**config.mk**
```make
export PLATFORM = sky130hd
export DESIGN_NAME = prime_count_trial_division_top_flat
export DESIGN_NICKNAME = d
export VERILOG_FILES = /design/src/hdl/pctd_pkg.sv /design/src/hdl/pctd_if.sv /design/src/hdl/prime_count_trial_division_top.sv /design/src/flat_wrapper.sv
export SDC_FILE = /design/constraint.sdc
export NUM_CORES = 1
export LEC_CHECK = 0
export BUFFER_PORTS_ARGS = -buffer_cell sky130_fd_sc_hd__buf_2
export CAP_MARGIN = 40
export CORE_MARGIN = 2
export CORE_UTILIZATION = 28
export CTS_BUF_LIST = sky130_fd_sc_hd__clkbuf_2 sky130_fd_sc_hd__clkbuf_4 sky130_fd_sc_hd__clkbuf_8
export DETAILED_ROUTE_END_ITERATION = 12
export GPL_TIMING_DRIVEN = 0
export PLACE_DENSITY = 0.45
export SYNTH_ARGS = -nofsm -noshare
export SYNTH_HDL_FRONTEND = slang
export SYNTH_SLANG_ARGS = --single-unit
```
**constraint.sdc**
```tcl
create_clock -name clk_i -period 7.77 [get_ports clk_i]
set_input_delay 0.777 -clock clk_i [delete_from_list [all_inputs] [get_ports clk_i]]
set_output_delay 0.777 -clock clk_i [all_outputs]
set_load 0.02 [all_outputs]
```
**src/hdl/pctd_pkg.sv**
```systemverilog
// pctd_pkg: shared types and constants for the trial-division prime counter
// no dependencies; used by the stream interfaces and the top level
`default_nettype none

package pctd_pkg;

  localparam int unsigned CandFieldW = 32;
  localparam int unsigned TallyW     = 32;
  localparam int unsigned ValueBitsDefault = 32;

  typedef struct packed {
    logic [CandFieldW-1:0] candidate;
    logic                  restart;
  } cand_t;

  typedef struct packed {
    logic              is_prime;
    logic [TallyW-1:0] prime_total;
  } result_t;

endpackage

`default_nettype wire

```
**src/hdl/pctd_if.sv**
```systemverilog
// pctd_if: valid/ready stream interfaces for candidates and results
// depends on pctd_pkg for the payload types
`default_nettype none

interface pctd_in_if;
  logic                valid;
  logic                ready;
  pctd_pkg::cand_t     data;

  modport source (output valid, output data, input ready);
  modport sink (input valid, input data, output ready);
endinterface

interface pctd_out_if;
  logic                valid;
  logic                ready;
  pctd_pkg::result_t   data;

  modport source (output valid, output data, input ready);
  modport sink (input valid, input data, output ready);
endinterface

`default_nettype wire

```
**src/hdl/prime_count_trial_division_top.sv**
```systemverilog
// prime_count_trial_division_top: primality test by trial division, running prime count
// depends on pctd_pkg and the stream interfaces in pctd_if
//
// Usage: candidates arrive on in_i (candidate, restart) and each transaction gives exactly
// one result on out_o (is_prime, prime_total), in order. A transaction completes at a
// rising edge with valid and ready both high.
// Only the low VALUE_BITS bits of the candidate are tested (at most 32).
// Values 0 to 3 and even values are settled at acceptance, without trial division. Otherwise odd
// divisors d = 3, 5, ... are tried while d*d <= value; each remainder is formed bit-serially
// by one restoring subtract per cycle. One candidate is worked on at a time.
// The result sits in an output register: the next candidate is taken while it waits, but
// that candidate cannot finish until the receiver has taken the earlier result.
// restart clears the count before its candidate is counted; the count saturates at its
// maximum. Reset empties the block, drops any pending result and clears the count.
`default_nettype none

module prime_count_trial_division_top #(
  parameter int unsigned VALUE_BITS = pctd_pkg::ValueBitsDefault
) (
  input  wire               clk_i,
  input  wire               rst_ni,
  pctd_in_if.sink           in_i,
  pctd_out_if.source        out_o
);

  localparam int unsigned CandW = (VALUE_BITS < pctd_pkg::CandFieldW) ?
                                  VALUE_BITS : pctd_pkg::CandFieldW;
  localparam int unsigned HalfW = (CandW + 1) / 2 + 1;
  localparam int unsigned SqW   = CandW + 2;
  localparam int unsigned CntW  = $clog2(CandW);
  localparam int unsigned TallyW = pctd_pkg::TallyW;

  typedef enum logic [1:0] {
    StIdle,
    StCheck,
    StDiv,
    StDone
  } state_e;

  state_e               state_q;
  logic [CandW-1:0]     n_q;
  logic [CandW-1:0]     shift_q;
  logic [HalfW-1:0]     d_q;
  logic [HalfW-1:0]     rem_q;
  logic [SqW-1:0]       sq_q;
  logic [CntW-1:0]      cnt_q;
  logic                 restart_q;
  logic                 prime_q;
  logic [TallyW-1:0]    tally_q;
  logic                 out_valid_q;
  pctd_pkg::result_t    out_data_q;

  logic [CandW-1:0]     cand_n;
  logic [HalfW:0]       rem_sh;
  logic [HalfW-1:0]     rem_d;
  logic [TallyW-1:0]    tally_base;
  logic [TallyW-1:0]    tally_d;
  logic                 in_fire;
  logic                 out_free;
  logic                 out_load;

  assign cand_n   = in_i.data.candidate[CandW-1:0];
  assign in_fire  = in_i.valid && in_i.ready;
  assign out_free = !out_valid_q || out_o.ready;
  assign out_load = (state_q == StDone) && out_free;

  assign in_i.ready  = (state_q == StIdle);
  assign out_o.valid = out_valid_q;
  assign out_o.data  = out_data_q;

  // one restoring division step: bring in the next dividend bit
  always_comb begin
    rem_sh = {rem_q, shift_q[CandW-1]};
    if (rem_sh >= {1'b0, d_q}) begin
      rem_d = HalfW'(rem_sh - {1'b0, d_q});
    end else begin
      rem_d = rem_sh[HalfW-1:0];
    end
  end

  // saturating tally, cleared first on restart
  always_comb begin
    tally_base = restart_q ? '0 : tally_q;
    if (prime_q && (tally_base != {TallyW{1'b1}})) begin
      tally_d = tally_base + TallyW'(1);
    end else begin
      tally_d = tally_base;
    end
  end

  always_ff @(posedge clk_i or negedge rst_ni) begin
    if (!rst_ni) begin
      state_q     <= StIdle;
      tally_q     <= '0;
      out_valid_q <= 1'b0;
    end else begin
      if (out_load) begin
        out_valid_q <= 1'b1;
      end else if (out_o.ready) begin
        out_valid_q <= 1'b0;
      end
      unique case (state_q)
        StIdle: begin
          if (in_fire) begin
            restart_q <= in_i.data.restart;
            n_q       <= cand_n;
            d_q       <= HalfW'(3);
            sq_q      <= SqW'(9);
            priority if (cand_n < CandW'(2)) begin
              prime_q <= 1'b0;
              state_q <= StDone;
            end else if (cand_n < CandW'(4)) begin
              prime_q <= 1'b1;
              state_q <= StDone;
            end else if (!cand_n[0]) begin
              prime_q <= 1'b0;
              state_q <= StDone;
            end else begin
              state_q <= StCheck;
            end
          end
        end
        StCheck: begin
          if (sq_q > SqW'(n_q)) begin
            prime_q <= 1'b1;
            state_q <= StDone;
          end else begin
            shift_q <= n_q;
            rem_q   <= '0;
            cnt_q   <= '0;
            state_q <= StDiv;
          end
        end
        StDiv: begin
          shift_q <= shift_q << 1;
          rem_q   <= rem_d;
          cnt_q   <= cnt_q + CntW'(1);
          if (cnt_q == CntW'(CandW - 1)) begin
            if (rem_d == '0) begin
              prime_q <= 1'b0;
              state_q <= StDone;
            end else begin
              // (d+2)^2 = d^2 + 4d + 4
              d_q     <= d_q + HalfW'(2);
              sq_q    <= sq_q + (SqW'(d_q) << 2) + SqW'(4);
              state_q <= StCheck;
            end
          end
        end
        StDone: begin
          if (out_free) begin
            out_data_q.is_prime    <= prime_q;
            out_data_q.prime_total <= tally_d;
            tally_q                <= tally_d;
            state_q                <= StIdle;
          end
        end
        default: begin
          state_q <= StIdle;
        end
      endcase
    end
  end

  // divisor stays odd and at least three while dividing
  assert property (@(posedge clk_i) disable iff (!rst_ni)
    (state_q == StDiv) |-> (d_q[0] && (d_q >= HalfW'(3))))
    else $error("trial divisor not odd or below three");

  // the incremental square tracks the divisor
  assert property (@(posedge clk_i) disable iff (!rst_ni)
    ((state_q == StCheck) || (state_q == StDiv)) |->
      (64'(sq_q) == 64'(d_q) * 64'(d_q)))
    else $error("divisor square out of step");

  // without restart the tally never falls
  assert property (@(posedge clk_i) disable iff (!rst_ni)
    ((state_q == StDone) && out_free && !restart_q) |=> (tally_q >= $past(tally_q)))
    else $error("prime tally decreased");

  // a pending result is never overwritten before it is taken
  assert property (@(posedge clk_i) disable iff (!rst_ni)
    (out_valid_q && !out_o.ready) |=> (out_valid_q && $stable(out_data_q)))
    else $error("pending result lost");

  // a result is loaded only by finishing a candidate
  assert property (@(posedge clk_i) disable iff (!rst_ni)
    ($rose(out_valid_q)) |-> ($past(state_q) == StDone))
    else $error("result without a finished candidate");

endmodule

`default_nettype wire
```
**src/flat_wrapper.sv**
```systemverilog
// flat-port wrapper written by rule: the top's interface ports become plain ports
module prime_count_trial_division_top_flat 
#(
  parameter int unsigned VALUE_BITS = pctd_pkg::ValueBitsDefault
)
  (clk_i, rst_ni, in_i_valid, in_i_data, in_i_ready, out_o_valid, out_o_data, out_o_ready);
  pctd_in_if in_i_i ();
  pctd_out_if out_o_i ();
  input  wire clk_i;
  input  wire rst_ni;
  input wire logic [$bits(in_i_i.valid)-1:0] in_i_valid;
  input wire logic [$bits(in_i_i.data)-1:0] in_i_data;
  output wire logic [$bits(in_i_i.ready)-1:0] in_i_ready;
  output wire logic [$bits(out_o_i.valid)-1:0] out_o_valid;
  output wire logic [$bits(out_o_i.data)-1:0] out_o_data;
  input wire logic [$bits(out_o_i.ready)-1:0] out_o_ready;
  assign in_i_i.valid = in_i_valid;
  assign in_i_i.data = in_i_data;
  assign in_i_ready = in_i_i.ready;
  assign out_o_valid = out_o_i.valid;
  assign out_o_data = out_o_i.data;
  assign out_o_i.ready = out_o_ready;
  prime_count_trial_division_top #(.VALUE_BITS(VALUE_BITS)) u_core (.clk_i(clk_i), .rst_ni(rst_ni), .in_i(in_i_i), .out_o(out_o_i));
endmodule
```
==> results_dict.tcl, run 1 <==
set metrics [dict create \
    synth_flop_cell "edfxtp_1" \
    drt_iter0_drc 538 \
    p_int_mw 2.730 \
    syn-cell-area_um2 11690 \
    n_antenna_cell 0 \
    muxShareOfSynthArea 0.01134 \
    synth_most_common_cell "edfxtp_1" \
    setup_ws_ns 3.480 \
    met2_usage 0.2237 \
    globalRouteMet1Util 0.1905 \
    holdWs_ns 0.1063 \
    use_met3 0.02475 \
    initial_utilization 0.2851 \
    fin_nets 1380 \
    post_cts_buffers 0 \
    cts_buffer_depth 3 \
    grt_max_degree 34 \
    pwr-share-clk 0.232 \
    crit_required_ns 8.06 \
    hold_path.class "input pin to async pin" \
    setup.worst_path.end_class "flop" \
    pre_cts_ws_ns 3.434 \
    ys_seq_area_frac 0.5063 \
    design_area_um2 13650 \
    crit_path_cell_trace "clkbuf_1 -> inv_1 -> ha_1 -> o2111ai_1 -> nand3b_1 -> o31ai_2 -> nand2_2 -> mux2i_1 -> o2111ai_1 -> o311ai_0 -> a21oi_4 -> buf_12" \
    ctsResizeCount 0 \
    clk_pin_slew_ns 0.06 \
    dr_total_vias 8759 \
    num_io_pins 72 \
    cp_common_cell "o2111ai_1" \
    placed_area_um2 12910 \
    drive_gt1_frac 0.1326 \
    drv_cap 0 \
    numClockSinks 203 \
    wl_um 29960 \
    avgSynthCellArea_um2 10.30 \
    leakage_nw 5.259 \
    outcome "finished, final reports clean" \
    core_um2 41020 \
    port_buffers 71 \
    grt_busiest_layer "met2" \
    pwr-share-comb 0.400 \
    cts_tree "done" \
    period_share 0.5522 \
    async_flop_share 0.1724 \
    synth_fa_ha_area_frac 0.09544 \
    die_h_um 208.4 \
    fmax_mhz 233.1 \
    yosysTopAreaCell "edfxtp_1" \
    area_delta_synth_final_pct 16.73 \
    dieArea_um2 43410 \
    synth_edf_count 168 \
    clock_skew_ns 0.02732 \
    ctsHoldBuffers 0 \
    p_switching_mw 1.754 \
    avgViaCountPerCell 4.829 \
    switching_share 0.3912 \
    cp_max_fo 23 \
    synthCells 1135 \
    insertion_delay_ns 0.56 \
    place_hpwl_um 22390 \
    grt_pass1_vias 8743 \
    worst_pin_slew_ns 0.8748 \
    clock-root-buffer "clkbuf_8" \
    synth.area.top_cells "edfxtp_1, ha_1, dfrtp_1" \
    synthSimpleGateAreaFrac 0.1789 \
    grt_usage 0.1383 \
    dr.pass1.iters 5 \
    cpPeakStageDelay_ns 0.63 \
    grt_pass1_wl_um 48160 \
    rsz0062_at_grt "no" \
    grt_overflow 0 \
    crit_arrival_ns 4.58 \
    synth_top_family_by_area "simple AND/OR/NAND/NOR gates" \
    synthesis.nets 1260 \
    final_cells 1814 \
    antenna_found_initial 0 \
    slew_headroom 0.4168 \
    hold_violations 0 \
    fin_tns_setup_ns 0 \
    yosys_warnings 0 \
    placementRows 74 \
    crit_path_start_kind "flop" \
    fp.dieW_um 208.4 \
    drv_slew 0 \
    dpl.cell_count 1747 \
    numCtsBuffers 38 \
    powerDensity_nw_per_um2 328.5 \
    cp_top_family "compound AO/OA/AOI/OAI gates" \
    gp_congestion 0.7707 \
    vdd_drop_max_mv 0.1638 \
    ant_nets 0 \
    cp_num_buf_inv 3 \
    crit_slowest_cell "o311ai_0" \
    post_drt_wl_per_cell_um 16.52 \
    seqPwrFrac 0.368 \
    synthXorXnorAreaFrac 0.05617 \
    synth-seq-cells 203 \
    htreeDepth 2 \
    netlist.area_leader.share 0.4314 \
    synth_commonest_cells "edfxtp_1, nand2_1, nor2_1, ha_1, o21ai_0" \
    synth_cell_types 70 \
    fin_crit_ns 4.290 \
    synth_compound_area_frac 0.1187 \
    setup_viol 0 \
    drc 0 \
    critPathKind "flop to flop" \
]
routing by layer:
metal	wire (µm)	vias up
li1	-	4361
met1	14670	4191
met2	13610	162
met3	1128	45
met4	551	0
met5	0	-
final timing paths:
kind | slack, ns | startpoint | cells after the start | end
worst min-delay path | 0.11 | rst_ni | 1 | u_core.tally_q[8]$_DFFE_PN0P_
worst max register to register | 3.48 | u_core.d_q[3]$_SDFFCE_PP0P_ | 12 | u_core.sq_q[9]$_SDFFCE_PP0P_
worst max-delay path | 3.48 | u_core.d_q[3]$_SDFFCE_PP0P_ | 12 | u_core.sq_q[9]$_SDFFCE_PP0P_
min in group clk_i | 0.39 | in_i_data[0] | 1 | u_core.restart_q$_DFFE_PP_
max in group asynchronous | 7.20 | rst_ni | 2 | u_core.tally_q[0]$_DFFE_PN0P_
worst min register to register | 0.47 | u_core.tally_q[0]$_DFFE_PN0P_ | 2 | u_core.tally_q[0]$_DFFE_PN0P_
cell families after synthesis:
group,after synthesis
buf+inv,100
mux,13
xor+xnor,75
flops,203
simple gates,440
fa+ha+maj,88
compound gates,216
registers in the layout (all words and copies together) (netlist names), 5 cells and up:
name / count
u_core.sq_q: 31
u_core.d_q: 16
u_core.n_q: 32
u_core.rem_q: 17
u_core.shift_q: 32
u_core.out_o.data: 33
u_core.cnt_q: 5
u_core.tally_q: 32
area by class of cell:
class	count	area [µm²]
Buffer	35	143.9
Clock buffer	52	634.4
Clock inverter	15	103.9
Fill cell	4255	27370
Inverter	65	244.0
Multi-Input combinational cell	832	5420
Sequential cell	203	5921
Tap cell	532	665.6
Timing Repair Buffer	80	518.0
power groups by stage:
| stage | Combinational [mW] | Sequential (mW) | Clock [mW] |
|---|---|---|---|
| 2_1_floorplan | 1.24 | 1.66 | 0 |
| 3_3_place_gp | 1.73 | 1.70 | 0 |
| 3_5_place_dp | 1.80 | 1.67 | 0 |
| 4_1_cts | 1.81 | 1.65 | 1.08 |
| 5_1_grt | 2.01 | 1.67 | 1.13 |
| 6_report | 1.79 | 1.65 | 1.04 |
metrics by stage:
| stage | util | power, mW |
|---|---|---|
| final | 0.3328 | 4.484 |
| after global routing | 0.3328 | 4.816 |
| after CTS | 0.3328 | 4.540 |
| after detailed placement | 0.3148 | 3.470 |
| after global placement | 0.3100 | 3.437 |
| after floorplan | - | 2.902 |
cells in the final DEF (no fill, tap or decap), drive strengths merged, types with 20 or more instances in the layout:
cell type and n:
edfxtp 168, nand2 131, nor2 122, ha 86, buf 86, clkbuf 80
o21ai 77, inv 66, xnor2 55, a21oi 52, dfrtp 35, nor3 33
nand4 23, nand3 23, xor2 20
(Power assumes the default switching activity.)
==> run 2, diff against run 1 <==
clock period = 4.2 ns   (was 7.77 ns; I/O delays follow)
==> run 2 against run 1 <==
Against the previous run:
- non-clock buffer count is 3 higher
- combinational power is 89% higher
- global-route usage is 0.27 points higher
- clock-buffer cell count is 4 lower
- register-to-register slack worse by 3.3 ns
- sequential power is 85% higher
- final area is 1.2% higher
- final cell count hardly changed
==> results_dict.tcl, run 2 (synthesis results as in run 1) <==
set metrics [dict create \
    design_area_um2 13810 \
    fmax_mhz 249.5 \
    setup.worst_path.end_class "flop" \
    slew_headroom 0.4949 \
    final_cells 1815 \
    reg2reg_depth 13 \
    avgViaCountPerCell 4.752 \
    post_drt_wl_per_cell_um 16.66 \
    htreeDepth 2 \
    crit_arrival_ns 4.30 \
    p_int_mw 5.231 \
    hold_end "u_core.restart_q$_DFFE_PP_" \
    crit_path_cell_trace "inv_1 -> ha_1 -> nor2b_1 -> o2111ai_1 -> nand3b_1 -> o31ai_4 -> nand2_2 -> mux2i_1 -> o2111ai_2 -> o311ai_2 -> a21oi_4 -> buf_12 -> buf_16" \
    vdd_drop_max_mv 0.1937 \
    initial_utilization 0.2851 \
    grt_max_degree 34 \
    cts_buffer_depth 3 \
    fp.dieW_um 208.4 \
    rsz0062_at_grt "no" \
    hp-start "in_i_data[0]" \
    numClockSinks 203 \
    placed_area_um2 12920 \
    drive_gt1_frac 0.1364 \
    final_cell_mix "edfxtp_1, nand2_1, nor2_1" \
    area_delta_synth_final_pct 18.08 \
    cp_num_buf_inv 3 \
    fin_nets 1383 \
    port_buffers 71 \
    dr_total_vias 8625 \
    p_switching_mw 3.262 \
    place_hpwl_um 22470 \
    num_io_pins 72 \
    rr_endpoint "u_core.d_q[16]$_SDFFCE_PP0P_" \
    hold_depth 1 \
    cpPeakStageDelay_ns 0.49 \
    wl_um 30240 \
    reg2reg_slack_ns 0.19 \
    hold_path.class "input pin to flop" \
    drv_slew 0 \
    dr.pass1.iters 5 \
    switching_share 0.3840 \
    fin_tns_setup_ns 0 \
    dieArea_um2 43410 \
    multi_input_area_um2 5475 \
    pwr-share-clk 0.243 \
    grt_overflow 0 \
    crit_slowest_cell "edfxtp_1" \
    holdWs_ns 0.04526 \
    cp_top_family "compound AO/OA/AOI/OAI gates" \
    grt_pass1_vias 8788 \
    critPathKind "flop to flop" \
    gp_congestion 0.7815 \
    clock-root-buffer "clkbuf_8" \
    antenna_found_initial 0 \
    n_antenna_cell 0 \
    die_h_um 208.4 \
    fin_crit_ns 4.008 \
    drt_iter0_drc 506 \
    leakage_nw 5.328 \
    placementRows 74 \
    clock_skew_ns 0.02354 \
    cp_max_fo 19 \
    core_um2 41020 \
    powerDensity_nw_per_um2 615.1 \
    hold_violations 0 \
    drc 0 \
    setup_viol 0 \
    ff_latch_area_um2 5921 \
    final_common_cell "edfxtp_1" \
    grt_pass1_wl_um 48370 \
    fin_util 0.3366 \
    drv_cap 0 \
    ant_nets 0 \
    reg2reg_from "u_core.d_q[2]$_SDFFCE_PP0P_" \
    dpl.cell_count 1746 \
    crit_path_start_kind "flop" \
    grt_usage 0.1410 \
    worst_pin_slew_ns 0.7576 \
    insertion_delay_ns 0.55 \
    fillers 4212 \
    clk_pin_slew_ns 0.06 \
    numCtsBuffers 38 \
    pwr-share-comb 0.398 \
    seqPwrFrac 0.359 \
    largest_reg_flops 33 \
    cts_tree "done" \
    crit_required_ns 4.49 \
    outcome "finished, final reports clean" \
    period_share 0.9542 \
]
run 2: cell count changes in the layout (fill, tap and decap cells not counted), sizes merged, moves of 3 or more:
cell / before / now
clkbuf: 80 / 76
buf: 86 / 89
clkinvlp: 3 / 0
bufinv: 1 / 4
run 2: layout make-up:
class                      count  area share
sequential                   203      0.4288
multi-input combinational    832      0.3965
tap                          532     0.04821
clock buffer                  48     0.04377
timing repair buffer          83     0.04114
inverter                      65     0.01767
clock inverter                17     0.01341
buffer                        35     0.01051
run 2: power by group through the flow:
stage / Clock, mW / Combinational, mW / Sequential (mW)
CTS: 2.15 / 3.36 / 3.06
floorplan: 0 / 2.30 / 3.06
detailed placement: 0 / 3.31 / 3.09
finish: 2.06 / 3.38 / 3.05
global placement: 0 / 3.19 / 3.13
global route: 2.24 / 3.83 / 3.10
run 2: repair_timing:
| action | 4_1_cts | 5_1_grt |
|---|---|---|
| resized for setup | 2 | 8 |
| setup endpoints to repair | 47 | 55 |
| buffers inserted | 3 | 0 |
| hold buffers | 1 | 0 |
| hold endpoints to repair | 16 | 0 |
| pin swaps | 1 | 0 |
run 2: how the worst max path moves through the flow:
stage	from	endpoint	slack (ns)	cells past startpoint
final	u_core.d_q[2]$_SDFFCE_PP0P_	u_core.d_q[16]$_SDFFCE_PP0P_	0.19	13
after global routing	u_core.d_q[2]$_SDFFCE_PP0P_	u_core.d_q[16]$_SDFFCE_PP0P_	0.03	13
after CTS	u_core.d_q[3]$_SDFFCE_PP0P_	u_core.d_q[16]$_SDFFCE_PP0P_	0.03	13
after detailed placement	u_core.d_q[3]$_SDFFCE_PP0P_	u_core.sq_q[19]$_SDFFCE_PP0P_	-0.38	12
after global placement	u_core.d_q[3]$_SDFFCE_PP0P_	u_core.sq_q[19]$_SDFFCE_PP0P_	-1.59	11
after floorplan	u_core.d_q[3]$_SDFFCE_PP0P_	u_core.d_q[10]$_SDFFCE_PP0P_	0.01	12
run 2: metrics by stage:
| stage | setup slack, ns | power (mW) |
|---|---|---|
| final | 0.1924 | 8.493 |
| after global placement | -1.587 | 6.319 |
| after floorplan | 0.009707 | 5.359 |
| after global routing | 0.03282 | 9.167 |
| after CTS | 0.02524 | 8.572 |
| after detailed placement | -0.3764 | 6.407 |
run 2: routing by layer:
layer / global-route usage / vias up / wire length [µm]
met5: 0 / - / 0
met4: 0.04366 / 0 / 532
met3: 0.02732 / 42 / 1151
met2: 0.2323 / 145 / 14170
met1: 0.1869 / 4073 / 14380
li1: - / 4365 / -
